`src/sv/ipda_pkg.sv`:
```
// Shared types, constants and state encodings of the decimal ASCII formatter.
// Has no dependencies; every module imports it.
package ipda_pkg;

  // Field and datapath sizes.
  localparam int VALUE_W       = 32;
  localparam int CHAR_W        = 8;
  localparam int DIGIT_W       = 4;
  localparam int NDIGITS       = 10;
  localparam int BCD_W         = NDIGITS * DIGIT_W;
  localparam int BITS_PER_STEP = 4;
  localparam int CONV_STEPS    = VALUE_W / BITS_PER_STEP;
  localparam int STEP_CNT_W    = $clog2(CONV_STEPS);
  localparam int DIG_IDX_W     = $clog2(NDIGITS);
  localparam int FW_W          = 4;
  localparam int BUF_W         = 8;
  localparam int CFG_IDX_W     = 2;
  localparam int CFG_DATA_W    = 8;

  localparam logic [DIGIT_W-1:0] MAX_FIELD = DIGIT_W'(NDIGITS);

  // Configuration register indexes.
  localparam logic [CFG_IDX_W-1:0] CFG_IDX_PAD_MODE    = 2'd0;
  localparam logic [CFG_IDX_W-1:0] CFG_IDX_FIELD_WIDTH = 2'd1;
  localparam logic [CFG_IDX_W-1:0] CFG_IDX_BUFFER_SIZE = 2'd2;

  // Reset values of the registers.
  localparam logic [BUF_W-1:0] BUFFER_SIZE_RST = 8'd255;

  // ASCII codes.
  localparam logic [CHAR_W-1:0] CH_NUL   = 8'h00;
  localparam logic [CHAR_W-1:0] CH_SPACE = 8'h20;
  localparam logic [CHAR_W-1:0] CH_MINUS = 8'h2D;
  localparam logic [CHAR_W-1:0] CH_ZERO  = 8'h30;

  typedef logic [NDIGITS-1:0][DIGIT_W-1:0] bcd_t;

  // Register file contents handed to the character sequencer.
  typedef struct packed {
    logic             pad_mode;
    logic [FW_W-1:0]  field_width;
    logic [BUF_W-1:0] buffer_size;
  } cfg_t;

  // Converted value passed from the converter to the sequencer.
  typedef struct packed {
    logic neg;
    bcd_t bcd;
  } conv_res_t;

  typedef enum logic [1:0] {
    CV_IDLE,
    CV_RUN,
    CV_DONE
  } conv_state_t;

  typedef enum logic [2:0] {
    EM_IDLE,
    EM_PREP,
    EM_REJ,
    EM_SIGN,
    EM_BODY
  } emit_state_t;

endpackage

```
`src/sv/int_to_padded_decimal_ascii.sv`:
```
// Signed 32-bit integer to padded decimal ASCII, one character per output beat.
// Depends on ipda_pkg, ipda_conv and ipda_emit.
// Input: one beat carries in_value, taken when in_valid is high and in_stall low.
// Output: a run of beats (out_char, out_last, out_ok); out_last marks the final
// character. A value whose text does not fit in buffer_size - 1 characters gives
// one beat with out_char zero, out_last high and out_ok low.
// Configuration: cfg_valid/cfg_ready write pad_mode, field_width or buffer_size
// by cfg_index; cfg_ready is always high and unknown indexes are ignored.
// Timing: the converter works through four magnitude bits per cycle and then
// hands its result over to the sequencer. The sequencer sizes the text, then
// sends its characters, and it overlaps with conversion of the next value.
// Reset clears the handshake state and sets the registers to pad_mode 0,
// field_width 0, buffer_size 255. A stall on the output holds the current beat;
// the converter keeps working and accepts one further value meanwhile.
module int_to_padded_decimal_ascii
  import ipda_pkg::*;
(
  input  logic                      clk,
  input  logic                      rst_n,
  input  logic                      cfg_valid,
  output logic                      cfg_ready,
  input  logic [CFG_IDX_W-1:0]      cfg_index,
  input  logic [CFG_DATA_W-1:0]     cfg_data,
  input  logic                      in_valid,
  output logic                      in_stall,
  input  logic signed [VALUE_W-1:0] in_value,
  output logic                      out_valid,
  input  logic                      out_stall,
  output logic [CHAR_W-1:0]         out_char,
  output logic                      out_last,
  output logic                      out_ok
);

  cfg_t      cfg_r;
  conv_res_t conv_res;
  logic      conv_valid;
  logic      conv_take;

  assign cfg_ready = 1'b1;

  // Configuration registers.
  always_ff @(posedge clk) begin
    if (!rst_n) begin
      cfg_r.pad_mode    <= 1'b0;
      cfg_r.field_width <= '0;
      cfg_r.buffer_size <= BUFFER_SIZE_RST;
    end else if (cfg_valid && cfg_ready) begin
      case (cfg_index)
        CFG_IDX_PAD_MODE:    cfg_r.pad_mode    <= cfg_data[0];
        CFG_IDX_FIELD_WIDTH: cfg_r.field_width <= cfg_data[FW_W-1:0];
        CFG_IDX_BUFFER_SIZE: cfg_r.buffer_size <= cfg_data[BUF_W-1:0];
        default:             cfg_r             <= cfg_r;
      endcase
    end
  end

  ipda_conv u_conv (
    .clk       (clk),
    .rst_n     (rst_n),
    .in_valid  (in_valid),
    .in_stall  (in_stall),
    .in_value  (in_value),
    .res_valid (conv_valid),
    .res_take  (conv_take),
    .res       (conv_res)
  );

  ipda_emit u_emit (
    .clk       (clk),
    .rst_n     (rst_n),
    .cfg       (cfg_r),
    .res_valid (conv_valid),
    .res_take  (conv_take),
    .res       (conv_res),
    .out_valid (out_valid),
    .out_stall (out_stall),
    .out_char  (out_char),
    .out_last  (out_last),
    .out_ok    (out_ok)
  );

endmodule

```
`src/sv/ipda_conv.sv`:
```
// Binary to BCD converter: shift-and-add-3, four magnitude bits per cycle.
// Depends on ipda_pkg.
module ipda_conv
  import ipda_pkg::*;
(
  input  logic                      clk,
  input  logic                      rst_n,
  input  logic                      in_valid,
  output logic                      in_stall,
  input  logic signed [VALUE_W-1:0] in_value,
  output logic                      res_valid,
  input  logic                      res_take,
  output conv_res_t                 res
);

  conv_state_t             state_r, state_nxt;
  logic [STEP_CNT_W-1:0]   cnt_r;
  logic [VALUE_W-1:0]      mag_r;
  bcd_t                    bcd_r;
  logic                    neg_r;
  logic [VALUE_W-1:0]      raw;
  logic [VALUE_W-1:0]      mag_in;
  bcd_t                    bcd_step;
  logic [VALUE_W-1:0]      mag_step;
  logic                    accept;

  // Magnitude of the input; the most negative value wraps to its own magnitude.
  assign raw    = in_value;
  assign mag_in = raw[VALUE_W-1] ? (VALUE_W'(0) - raw) : raw;

  // Four dependent adjust-and-shift steps on the ten BCD digits.
  always_comb begin
    bcd_step = bcd_r;
    mag_step = mag_r;
    for (int s = 0; s < BITS_PER_STEP; s++) begin
      for (int d = 0; d < NDIGITS; d++) begin
        if (bcd_step[d] >= DIGIT_W'(5)) begin
          bcd_step[d] = bcd_step[d] + DIGIT_W'(3);
        end
      end
      {bcd_step, mag_step} = {bcd_step, mag_step} << 1;
    end
  end

  // Next state.
  always_comb begin
    state_nxt = state_r;
    case (state_r)
      CV_IDLE: begin
        if (in_valid) state_nxt = CV_RUN;
      end
      CV_RUN: begin
        if (cnt_r == STEP_CNT_W'(CONV_STEPS - 1)) state_nxt = CV_DONE;
      end
      CV_DONE: begin
        if (res_take) state_nxt = CV_IDLE;
      end
      default: state_nxt = CV_IDLE;
    endcase
  end

  // Handshake outputs.
  always_comb begin
    in_stall  = 1'b1;
    res_valid = 1'b0;
    case (state_r)
      CV_IDLE: in_stall  = 1'b0;
      CV_RUN:  in_stall  = 1'b1;
      CV_DONE: res_valid = 1'b1;
      default: in_stall  = 1'b1;
    endcase
  end

  assign accept  = in_valid && !in_stall;
  assign res.neg = neg_r;
  assign res.bcd = bcd_r;

  // Control state.
  always_ff @(posedge clk) begin
    if (!rst_n) begin
      state_r <= CV_IDLE;
      cnt_r   <= '0;
    end else begin
      state_r <= state_nxt;
      if (accept) begin
        cnt_r <= '0;
      end else if (state_r == CV_RUN) begin
        cnt_r <= cnt_r + STEP_CNT_W'(1);
      end
    end
  end

  // Datapath shift registers.
  always_ff @(posedge clk) begin
    if (accept) begin
      neg_r <= raw[VALUE_W-1];
      mag_r <= mag_in;
      bcd_r <= '0;
    end else if (state_r == CV_RUN) begin
      mag_r <= mag_step;
      bcd_r <= bcd_step;
    end
  end

endmodule

```
`src/sv/ipda_emit.sv`:
```
// Character sequencer: sizes the text, then sends sign, padding and digits, or a rejection beat.
// Depends on ipda_pkg; fed by ipda_conv.
module ipda_emit
  import ipda_pkg::*;
(
  input  logic              clk,
  input  logic              rst_n,
  input  cfg_t              cfg,
  input  logic              res_valid,
  output logic              res_take,
  input  conv_res_t         res,
  output logic              out_valid,
  input  logic              out_stall,
  output logic [CHAR_W-1:0] out_char,
  output logic              out_last,
  output logic              out_ok
);

  emit_state_t          state_r, state_nxt;
  logic                 neg_r;
  bcd_t                 bcd_r;
  logic [DIGIT_W-1:0]   ndig_r;
  logic [DIGIT_W-1:0]   pos_r;
  logic                 out_valid_r;
  logic [CHAR_W-1:0]    out_char_r;
  logic                 out_last_r;
  logic                 out_ok_r;

  logic [DIGIT_W-1:0]   ndig_c;
  logic [DIGIT_W-1:0]   wsat_c;
  logic [DIGIT_W-1:0]   total_c;
  logic [DIGIT_W:0]     need_c;
  logic                 reject_c;
  logic                 out_free;
  logic                 load;
  logic [CHAR_W-1:0]    ch_nxt;
  logic                 last_nxt;
  logic                 ok_nxt;
  logic [DIG_IDX_W-1:0] dig_idx;
  logic [CHAR_W-1:0]    pad_ch;

  // Text sizing: digit count, saturated width and the capacity check.
  always_comb begin
    ndig_c = DIGIT_W'(1);
    for (int d = 0; d < NDIGITS; d++) begin
      if (bcd_r[d] != '0) ndig_c = DIGIT_W'(d + 1);
    end
    wsat_c   = (cfg.field_width > MAX_FIELD) ? MAX_FIELD : cfg.field_width;
    total_c  = (wsat_c > ndig_c) ? wsat_c : ndig_c;
    need_c   = {1'b0, total_c} + {{DIGIT_W{1'b0}}, neg_r};
    reject_c = (cfg.buffer_size == '0) ||
               ({{(BUF_W-DIGIT_W-1){1'b0}}, need_c} > (cfg.buffer_size - BUF_W'(1)));
  end

  assign out_free = !out_valid_r || !out_stall;
  assign dig_idx  = DIG_IDX_W'(pos_r - DIGIT_W'(1));
  assign pad_ch   = cfg.pad_mode ? CH_SPACE : CH_ZERO;

  // Next state.
  always_comb begin
    state_nxt = state_r;
    case (state_r)
      EM_IDLE: begin
        if (res_valid) state_nxt = EM_PREP;
      end
      EM_PREP: begin
        if (reject_c)   state_nxt = EM_REJ;
        else if (neg_r) state_nxt = EM_SIGN;
        else            state_nxt = EM_BODY;
      end
      EM_REJ: begin
        if (out_free) state_nxt = EM_IDLE;
      end
      EM_SIGN: begin
        if (out_free) state_nxt = EM_BODY;
      end
      EM_BODY: begin
        if (out_free && pos_r == DIGIT_W'(1)) state_nxt = EM_IDLE;
      end
      default: state_nxt = EM_IDLE;
    endcase
  end

  // Per-state outputs: take a converted value or load the next character.
  always_comb begin
    res_take = 1'b0;
    load     = 1'b0;
    ch_nxt   = CH_NUL;
    last_nxt = 1'b0;
    ok_nxt   = 1'b0;
    case (state_r)
      EM_IDLE: res_take = res_valid;
      EM_PREP: res_take = 1'b0;
      EM_REJ: begin
        load     = out_free;
        ch_nxt   = CH_NUL;
        last_nxt = 1'b1;
        ok_nxt   = 1'b0;
      end
      EM_SIGN: begin
        load   = out_free;
        ch_nxt = CH_MINUS;
        ok_nxt = 1'b1;
      end
      EM_BODY: begin
        load     = out_free;
        ch_nxt   = (pos_r > ndig_r) ? pad_ch
                                    : (CH_ZERO + {{(CHAR_W-DIGIT_W){1'b0}}, bcd_r[dig_idx]});
        last_nxt = (pos_r == DIGIT_W'(1));
        ok_nxt   = 1'b1;
      end
      default: res_take = 1'b0;
    endcase
  end

  // Control state and the output beat's valid flag.
  always_ff @(posedge clk) begin
    if (!rst_n) begin
      state_r     <= EM_IDLE;
      out_valid_r <= 1'b0;
    end else begin
      state_r <= state_nxt;
      if (load) begin
        out_valid_r <= 1'b1;
      end else if (!out_stall) begin
        out_valid_r <= 1'b0;
      end
    end
  end

  // Payload: captured value, position counter and output character.
  always_ff @(posedge clk) begin
    if (res_take) begin
      neg_r <= res.neg;
      bcd_r <= res.bcd;
    end
    if (state_r == EM_PREP) begin
      ndig_r <= ndig_c;
      pos_r  <= total_c;
    end else if (load && state_r == EM_BODY) begin
      pos_r <= pos_r - DIGIT_W'(1);
    end
    if (load) begin
      out_char_r <= ch_nxt;
      out_last_r <= last_nxt;
      out_ok_r   <= ok_nxt;
    end
  end

  assign out_valid = out_valid_r;
  assign out_char  = out_char_r;
  assign out_last  = out_last_r;
  assign out_ok    = out_ok_r;

endmodule

```
`config.mk`:
```
export PLATFORM = sky130hd
export DESIGN_NAME = int_to_padded_decimal_ascii
export DESIGN_NICKNAME = d
export VERILOG_FILES = /design/src/sv/ipda_pkg.sv /design/src/sv/int_to_padded_decimal_ascii.sv /design/src/sv/ipda_conv.sv /design/src/sv/ipda_emit.sv
export SDC_FILE = /design/constraint.sdc
export NUM_CORES = 1
export LEC_CHECK = 0
export ABC_CLOCK_PERIOD_IN_PS = 6500
export BUFFER_PORTS_ARGS = -buffer_cell sky130_fd_sc_hd__buf_2
export CAP_MARGIN = 20
export CORE_MARGIN = 4
export CORE_UTILIZATION = 63
export CTS_BUF_LIST = sky130_fd_sc_hd__clkbuf_8
export CTS_CLUSTER_DIAMETER = 80
export CTS_CLUSTER_SIZE = 20
export DETAILED_ROUTE_END_ITERATION = 8
export PLACE_DENSITY = 0.83
export SLEW_MARGIN = 25
export SYNTH_ARGS = -nofsm -noshare
export SYNTH_HDL_FRONTEND = slang
export SYNTH_SLANG_ARGS = --single-unit
```
`constraint.sdc`:
```
create_clock -name clk -period 6.5 [get_ports clk]
set_input_delay 1.3 -clock clk [delete_from_list [all_inputs] [get_ports clk]]
set_output_delay 1.3 -clock clk [all_outputs]
set_load 0.02 [all_outputs]
```
* Yosys cells after proc, flatten, opt, wreduce, memory -nomap -nowiden
Index checks and enable logic that the tools add are counted.
** Operators by class
- Add/subtract/negate cells :: 46
- Multiply operators :: 0
- Div/mod/pow operators :: 0
- Order comparisons :: 45
- Equal/unequal tests :: 18
- Shift operators :: 0
- Mux-type cells :: 80
- Bitwise gates (word level) :: 1
- Reductions and logical operators :: 30
** Operators by type and width (number)
- 4-bit 2-to-1 mux :: 44
- 4-bit by 3-bit >= comparator with 1-bit output (second input constant) :: 40
- 4-bit by 2-bit adder with 4-bit output (second input constant) :: 36
- 32-bit 2-to-1 mux :: 3
- 3-bit 2-to-1 mux :: 14
- 4-bit nonzero test :: 9
- 1-bit by 32-bit subtractor with 32-bit output (first input constant) :: 1
- 4-bit binary-select mux with 4-bit select :: 1
- 8-bit case mux with 2 select lines :: 1
- 3-bit case mux with 5 select lines :: 1
- 3-bit by 2-bit adder with 3-bit output (second input constant) :: 4
- 2-bit by 1-bit inequality test with 1-bit output (second input constant) :: 6
- 2-bit 2-to-1 mux :: 5
- 4-bit greater-than comparator :: 2
- 5-bit by 8-bit greater-than comparator with 1-bit output :: 1
- 8-bit logical NOT :: 1
- 8-bit 2-to-1 mux :: 1
- 8-bit by 1-bit subtractor with 8-bit output (second input constant) :: 1
- 6-bit by 4-bit adder with 7-bit output (first input constant) :: 1
- 1-bit 2-to-1 mux :: 7
- 3-bit by 2-bit == test with 1-bit output (second input constant) :: 2
- 3-bit == test (second input constant) :: 2
- 2-bit case mux with 3 select lines :: 1
- 2-bit AND reduction :: 3
- 23 further kinds :: 33
** Storage, ports and cells
- Bits in registers :: 154
- Latch bits :: 0
- RAM bits :: 0
- Memory bits (read-only) :: 0
- Input port bits :: 47
- Logic and storage cells :: 255
- Memories kept :: 0

* Depth between registers and ports, before layout
Gate-level depths: netlist of run 1.
- Word-level depth :: 17
- Mapped depth :: 25
- Gate-level depth less buffers :: 25

* By module
From an unflattened synthesis of run 1, not the netlist that was laid out.
** Unflattened totals
- Cell total of the unflattened synthesis :: 1449
- Area, all modules :: 12394.4 um^2
** By module, submodules not included
- ipda_conv :: times used 1, cells an instance 1133, area an instance 8530.7 um^2, sequential area each 1891.8 um^2
- ipda_emit :: times used 1, cells an instance 253, area an instance 3228.1 um^2, sequential area each 1761.7 um^2
- int_to_padded_decimal_ascii :: times used 1, cells an instance 63, area an instance 635.6 um^2, sequential area each 260.2 um^2

* Least setup slack after synthesis of run 1
No wires, ideal clock.
- Path type :: register to register
- From :: register u_conv.bcd_r (netlist bit u_conv.res[8])
- To :: register u_conv.bcd_r (netlist bit u_conv.res[10])
- Setup time :: 0.117 ns
- Arrival :: 4.381 ns
- Slack :: 2.003 ns
- Cell stages (with the launch flop) :: 23
- Buffers on the path :: 0
- Period minus slack after synthesis :: 4.497 ns
- Cell sequence :: dfxtp_1 -> inv_1 -> ha_1 -> nor2b_1 -> o21ai_0 -> and2_1 -> inv_1 -> ha_1 -> nor2b_1 -> o311ai_1 -> a22oi_1 -> xnor2_1 -> ha_1 -> nand2b_1 -> nand3_1 -> mux2_2 -> a211oi_1 -> nor2_1 -> ha_1 -> nor2b_1 -> o31a_1 -> or2_0 -> a22o_1
** On the way
- Longest elaborated chain between the ends :: 8
- Elaborated cells between the ends (all ways) :: 12
- Classes of those cells :: add/sub: 4; order compare: 4; mux: 4
** Ends and longest elaborated chain
- start: declaration :: RTL line ipda_conv.sv:19 : bcd_t bcd_r;
- start signal: assignment :: RTL line ipda_conv.sv:101 : bcd_r <= bcd_step;
- 4-bit by 2-bit adder with 4-bit output / 4-bit by 3-bit >= comparator with 1-bit output (equally long branches) :: RTL line ipda_conv.sv:38, ipda_conv.sv:37
- 4-bit 2-to-1 mux * :: RTL line ipda_conv.sv:37 : if (bcd_step[d] >= DIGIT_W'(5)) begin
- 4-bit by 2-bit adder with 4-bit output / 4-bit by 3-bit >= comparator with 1-bit output (equally long branches) :: RTL line ipda_conv.sv:38, ipda_conv.sv:37
- 4-bit 2-to-1 mux * :: RTL line ipda_conv.sv:37
- 4-bit by 3-bit >= comparator with 1-bit output / 4-bit by 2-bit adder with 4-bit output (equally long branches) :: RTL line ipda_conv.sv:37, ipda_conv.sv:38
- 4-bit 2-to-1 mux * :: RTL line ipda_conv.sv:37
- 4-bit by 2-bit adder with 4-bit output / 4-bit by 3-bit >= comparator with 1-bit output (equally long branches) :: RTL line ipda_conv.sv:38, ipda_conv.sv:37
- 4-bit 2-to-1 mux * :: RTL line ipda_conv.sv:37
Every way passes the cells marked *; elsewhere a longest branch is shown, timed or not.
A chain may end at the register's enable or synchronous reset.

* Worst setup path after layout of run 1
- From :: register u_conv.bcd_r (netlist bit u_conv.res[1])
- To :: register u_conv.bcd_r (netlist bit u_conv.res[6])
** On the way
- Longest elaborated chain between the ends :: 8
- Elaborated cells between the ends (all ways) :: 18
- Classes of those cells :: add/sub: 6; order compare: 6; mux: 6
** Ends and longest elaborated chain (RTL line)
- 4-bit by 2-bit adder with 4-bit output / 4-bit by 3-bit >= comparator with 1-bit output (equally long branches) :: ipda_conv.sv:38, ipda_conv.sv:37
- 4-bit 2-to-1 mux * :: ipda_conv.sv:37
- 4-bit by 2-bit adder with 4-bit output / 4-bit by 3-bit >= comparator with 1-bit output (equally long branches) :: ipda_conv.sv:38, ipda_conv.sv:37
- 4-bit 2-to-1 mux :: ipda_conv.sv:37
- 4-bit by 2-bit adder with 4-bit output / 4-bit by 3-bit >= comparator with 1-bit output (equally long branches) :: ipda_conv.sv:38, ipda_conv.sv:37
- 4-bit 2-to-1 mux :: ipda_conv.sv:37
- 4-bit by 2-bit adder with 4-bit output / 4-bit by 3-bit >= comparator with 1-bit output (equally long branches) :: ipda_conv.sv:38, ipda_conv.sv:37
- 4-bit 2-to-1 mux * :: ipda_conv.sv:37
Marked as above.

==> results of run 1 <==
[cells by family (layout without fill, tap and decap cells)]
kind of cell | after synthesis | count (layout) | share of synthesized area (%)
AND/OR/NAND/NOR | 466 | 466 | 20.0
AO/OA/AOI/OAI | 326 | 326 | 18.9
flip-flops | 151 | 151 | 32.8
buffers and inverters | 148 | 198 | 5.10
adder cells (fa/ha/maj) | 102 | 102 | 10.7
multiplexers | 79 | 79 | 7.69
XOR/XNOR | 66 | 66 | 4.84
other | 2 | 4 | 0.0629
[worst max-delay path, stage by stage, from the launching register on]
cell and delay [ns]:
dfxtp_1 0.36, inv_1 0.11, ha_1 0.22, nor2b_1 0.24, a2bb2oi_1 0.35, nand2_1 0.17, ha_1 0.23, nor2b_1 0.17
or4_1 0.51, o211ai_1 0.34, inv_2 0.11, ha_1 0.22, nand2b_1 0.09, and3b_1 0.20, nor2_1 0.25, xnor2_1 0.24
inv_1 0.14, ha_1 0.21, nand2b_1 0.18, nand2_1 0.08, nor3_1 0.05, and3b_1 0.29, mux2i_1 0.23, o21ai_0 0.09
[flip-flops by register name (all words and copies together) (netlist names), 3 cells and up]
| signal | count |
|---|---|
| u_conv.cnt_r | 3 |
| u_conv.res | 40 |
| u_emit.ndig_r | 4 |
| u_emit.out_char | 5 |
| u_emit.state_r | 3 |
| u_emit.bcd_r | 40 |
| u_emit.pos_r | 4 |
| u_conv.mag_r | 32 |
| cfg_r | 13 |
[layer usage]
| metal | global-route usage [%] | up-vias | part of all wire (%) |
|---|---|---|---|
| met5 | 0 | - | 0 |
| met4 | 6.32 | 0 | 1.6 |
| met3 | 5.17 | 38 | 5.3 |
| met2 | 42.5 | 244 | 49 |
| met1 | 31.2 | 4744 | 44 |
| li1 | - | 4959 | - |
[worst max-delay path by stage]
stage                        from              to  slack [ns]  cells past startpoint
floorplan           u_conv.res[8]  u_conv.res[10]        2.00                     22
global placement    u_conv.res[0]   u_conv.res[6]        1.67                     23
detailed placement  u_conv.res[0]   u_conv.res[6]        1.37                     23
CTS                 u_conv.res[0]   u_conv.res[6]        1.37                     23
global route        u_conv.res[0]   u_conv.res[6]        0.87                     23
finish              u_conv.res[1]   u_conv.res[6]        1.25                     23
[cell usage after synthesis, drive strengths merged, types with 19 or more instances]
library cell	number	area (sq um)
edfxtp	89	2670
xnor2	32	280
mux2	22	248
mux2i	49	490
nor3	27	135
and2	20	125
o21ai	113	566
xor2	34	298
ha	102	1280
nor2	62	233
nand2	161	604
clkbuf	26	108
nand3	48	240
nand2b	35	219
inv	104	390
a21oi	39	195
a21o	19	143
dfxtp	62	1240
nor2b	33	206
[final cells by class]
cell class / instances / area, sq um / area share, %
inverters: 104 / 390 / 3.06
clock buffers: 18 / 248 / 1.94
well taps: 234 / 293 / 2.30
clock inverters: 14 / 104 / 0.815
repair buffers: 62 / 345 / 2.71
flip-flops and latches: 151 / 3910 / 30.7
multi-input cells: 1043 / 7450 / 58.4
[per-stage QoR]
step / setup slack (ns) / util, % / hold WS [ns]
3_3_place_gp: 1.67 / 66.1 / 0.430
6_report: 1.25 / 68.1 / 0.452
3_5_place_dp: 1.37 / 66.2 / 0.436
4_1_cts: 1.37 / 68.1 / 0.458
2_1_floorplan: 2.00 / - / 0.400
5_1_grt: 0.875 / 68.1 / 0.447
==> flow_metrics.env, run 1 <==
export IMPL_reg2reg_depth=23
export IMPL_min_to="u_emit.neg_r"
export IMPL_synth_area_sq_mm=0.0119
export IMPL_syn_area_per_cell_sq_um=8.92
export IMPL_hold_class="register to register"
export IMPL_route_detailed_drc=0
export IMPL_clk_latency_ns=0.46
export IMPL_layout_drive_gt1_share_pct=11.6
export IMPL_yosysSeqAreaShare_pct=32.8
export IMPL_layout_nets=1528
export IMPL_synthArstFlopShare_pct=0
export IMPL_post_cts_resized=0
export IMPL_grt_overflow=0
export IMPL_via_count=9985
export IMPL_place_gp_congestion=0.873
export IMPL_hold_violations=0
export IMPL_ys_warn_count=0
export IMPL_finalSetupViolations=0
export IMPL_start_util_pct=63.9
export IMPL_cts_setup_buffers=0
export IMPL_viasPerCell=6.14
export IMPL_place_hpwl_mm=19.7
export IMPL_row_count=50
export IMPL_synth_edf_count=89
export IMPL_die_height_microns=146
export IMPL_whs_path_depth=0
export IMPL_fin_crit_sh_pct=80.7
export IMPL_grt_max_degree=82
export IMPL_worstMarginPinSlew_ns=0.791
export IMPL_worstPathArrival_ns=5.58
export IMPL_dieArea_sq_mm=0.0212
export IMPL_ys_flop_type="edfxtp_1"
export IMPL_cts_htree_levels=4
export IMPL_status="completed"
export IMPL_min_delay_start="u_conv.neg_r"
export IMPL_ctsRootBufferMaster="clkbuf_8"
export IMPL_syn_inst=1340
export IMPL_end_kind="register"
export IMPL_die_x_microns=146
export IMPL_numCtsBuffers=17
export IMPL_max_freq_mhz=191
export IMPL_drtIter0Drc=709
export IMPL_grt_pass1_wl_mm=43.9
export IMPL_critPathLaunchType="register"
export IMPL_antenna_found_initial=0
export IMPL_min_period_ns=5.25
export IMPL_path_class="register to register"
export IMPL_mostFrequentLayoutCells="160 x nand2_1, 102 x ha_1, 99 x inv_1, 89 x edfxtp_1, 77 x o21ai_0"
export IMPL_routedWlPerCell_microns=16.2
export IMPL_clk_pin_slew_worst_paths_ns=0.09
export IMPL_fin_skew_ns=0.0149
export IMPL_final_max_slew_viol_count=0
export IMPL_final_common_cell="nand2_1"
export IMPL_clk_path_buf_depth=2
export IMPL_rr_startpoint="u_conv.res[1]"
export IMPL_nFillCells=1487
export IMPL_drv_cap=0
export IMPL_finalInstanceArea_sq_mm=0.0127
export IMPL_rsz0062_at_grt="false"
export IMPL_dp_cells=1594
export IMPL_synth_distinct_cells=90
export IMPL_coreArea_sq_mm=0.0187
export IMPL_diodes=0
export IMPL_r2r_end="u_conv.res[6]"
export IMPL_stdcell_count=1626
export IMPL_track_usage_pct=24.5
export IMPL_cts_hold_buf=0
export IMPL_drt_total_wl_mm=26.3
export IMPL_portBuffers=56
export IMPL_grt_pass1_vias=9410
export IMPL_area_growth_pct=6.62
export IMPL_cts_tree="yes"
export IMPL_path_max_fanout=5
export IMPL_dpl_cell_area_sq_mm=0.0124
export IMPL_drt_pass1_iter_count=5
export IMPL_slew_headroom_pct=47.2
export IMPL_cts_sinks=151
export IMPL_timing_reg2reg_setup_slack_ns=1.25
export IMPL_drtAntennaViolNets=0
export IMPL_tns_ns=0
export IMPL_ys_ff_latch=151
export IMPL_io_pins=60
export IMPL_cp_required_ns=6.83
Power of run 1 is left out: the tool's default activity adds up to more than one toggle a clock period on the data nets, which glitch-free logic cannot reach.
==> run 2: changes to the inputs <==
--- a/config.mk
+++ b/config.mk
@@ -5,16 +5,16 @@
 export SDC_FILE = /design/constraint.sdc
 export NUM_CORES = 1
 export LEC_CHECK = 0
-export ABC_CLOCK_PERIOD_IN_PS = 6500
+export ABC_CLOCK_PERIOD_IN_PS = 4600
 export BUFFER_PORTS_ARGS = -buffer_cell sky130_fd_sc_hd__buf_2
 export CAP_MARGIN = 20
 export CORE_MARGIN = 4
-export CORE_UTILIZATION = 63
+export CORE_UTILIZATION = 58
 export CTS_BUF_LIST = sky130_fd_sc_hd__clkbuf_8
 export CTS_CLUSTER_DIAMETER = 80
 export CTS_CLUSTER_SIZE = 20
 export DETAILED_ROUTE_END_ITERATION = 8
-export PLACE_DENSITY = 0.83
+export PLACE_DENSITY = 0.8
 export SLEW_MARGIN = 25
 export SYNTH_ARGS = -nofsm -noshare
 export SYNTH_HDL_FRONTEND = slang
==> constraint.sdc (replaced) <==
create_clock -name clk -period 4.6 [get_ports clk]
set_input_delay 0.92 -clock clk [delete_from_list [all_inputs] [get_ports clk]]
set_output_delay 0.92 -clock clk [all_outputs]
set_load 0.02 [all_outputs]
==> run 2 against run 1 <==
Utilization grew 2.2 points. Maximum frequency grew 17%. First-iteration DRC count shrank 18%. Largest cell class unchanged.
==> flow_metrics.env, run 2 (synthesized netlist as in run 1, its figures left out) <==
export IMPL_row_count=52
export IMPL_cts_sinks=151
export IMPL_dp_cells=1712
export IMPL_met1_usage_pct=29.6
export IMPL_rsz0062_at_grt="true"
export IMPL_use_met3_pct=3.57
export IMPL_diodes=0
export IMPL_cts_tree="yes"
export IMPL_timing_reg2reg_setup_slack_ns=0.1
export IMPL_layout_nets=1638
export IMPL_die_x_microns=152
export IMPL_status="completed"
export IMPL_via_count=10600
export IMPL_hold_violations=0
export IMPL_final_common_cell="nand2_1"
export IMPL_portBuffers=56
export IMPL_antenna_found_initial=0
export IMPL_clk_path_buf_depth=2
export IMPL_path_max_fanout=2
export IMPL_track_usage_pct=23.8
export IMPL_io_pins=60
export IMPL_grt_overflow=0
export IMPL_coreArea_sq_mm=0.0202
export IMPL_route_detailed_drc=0
export IMPL_drtIter0Drc=583
export IMPL_area_growth_pct=19.0
export IMPL_path_class="register to register"
export IMPL_fin_util_pct=70.3
export IMPL_max_freq_mhz=222
export IMPL_fin_crit_sh_pct=97.8
export IMPL_critPathLaunchType="register"
export IMPL_worstMarginPinSlew_ns=0.828
export IMPL_grt_pass1_wl_mm=44.8
export IMPL_drtAntennaViolNets=0
export IMPL_place_gp_congestion=0.854
export IMPL_slew_headroom_pct=44.8
export IMPL_busiest_layer="met2"
export IMPL_min_period_ns=4.50
export IMPL_clk_pin_slew_worst_paths_ns=0.09
export IMPL_cts_htree_levels=4
export IMPL_place_hpwl_mm=20.7
export IMPL_grt_met2_usage_pct=43.2
export IMPL_final_max_slew_viol_count=0
export IMPL_stdcell_count=1772
export IMPL_worstPathArrival_ns=4.91
export IMPL_clk_latency_ns=0.46
export IMPL_finalSetupViolations=0
export IMPL_grt_max_degree=81
export IMPL_viasPerCell=5.96
export IMPL_drt_total_wl_mm=28.7
export IMPL_routedWlPerCell_microns=16.2
export IMPL_mostFrequentLayoutCells="154 x nand2_1, 115 x buf_4, 95 x inv_1, 91 x ha_1, 89 x edfxtp_1"
export IMPL_fin_skew_ns=0.0137
export IMPL_hold_class="register to register"
export IMPL_dieArea_sq_mm=0.0230
export IMPL_tns_ns=0
export IMPL_grt_pass1_vias=9776
export IMPL_layout_drive_gt1_share_pct=24.9
export IMPL_ctsRootBufferMaster="clkbuf_8"
export IMPL_end_kind="register"
export IMPL_drt_pass1_iter_count=5
export IMPL_drv_cap=0
export IMPL_cp_required_ns=5.01
export IMPL_die_height_microns=152
export IMPL_cts_hold_buf=0
export IMPL_start_util_pct=59.1
export IMPL_dp_slack_ns=-0.109
export IMPL_numCtsBuffers=17
export IMPL_setup_ws_ns=0.0997
==> run 2: final cells by class <==
class                   instances  area (sq um)
multi-input cells            1043          7990
fillers                      1459          6010
flip-flops and latches        151          3920
repair buffers                172          1170
inverters                     104           390
well taps                     270           338
clock buffers                  17           234
clock inverters                15           169
==> run 2: timing repair <==
item,4_1_cts,5_1_grt
pin swaps,8,34
setup endpoints to repair,8,33
setup buffers,2,25
resized for setup,14,110
==> run 2: path summary, 6_finish.rpt <==
kind,cells after the start,to,start
worst max-delay path,23,u_emit.state_r[2],u_emit.bcd_r[12]
worst min-delay path,0,u_emit.bcd_r[0],u_conv.res[0]
worst max register to register,23,u_emit.state_r[2],u_emit.bcd_r[12]
worst min register to register,0,u_emit.bcd_r[0],u_conv.res[0]
==> run 2: critical path: stages, from the launching register on <==
cell,delay (ns)
edfxtp_1,0.41
or4_4,0.59
nor2_4,0.11
o21ai_2,0.06
a31oi_1,0.16
nor2_1,0.08
ha_1,0.29
nor2b_1,0.13
o21ai_1,0.12
nand2b_1,0.08
a21oi_2,0.14
a41o_1,0.19
mux2i_2,0.25
ha_2,0.24
ha_4,0.21
ha_4,0.21
nor2b_4,0.12
o21a_1,0.16
o21a_1,0.16
o21ai_1,0.12
nand2b_1,0.06
a31oi_1,0.22
a21o_1,0.17
a41o_1,0.16
==> run 2: per-layer routing <==
metal | share of wire [%] | vias to the layer above
met5 | 0 | -
met3 | 5.2 | 60
met2 | 51 | 296
met4 | 1.8 | 0
li1 | - | 5165
met1 | 42 | 5037
==> run 2: through the flow <==
step,instance area [sq um],hold WS [ns]
4_1_cts,13500,0.467
2_1_floorplan,12000,0.400
3_5_place_dp,13000,0.447
5_1_grt,14200,0.457
6_report,14200,0.443
3_3_place_gp,13000,0.449
Power of run 2 is left out for the same reason.
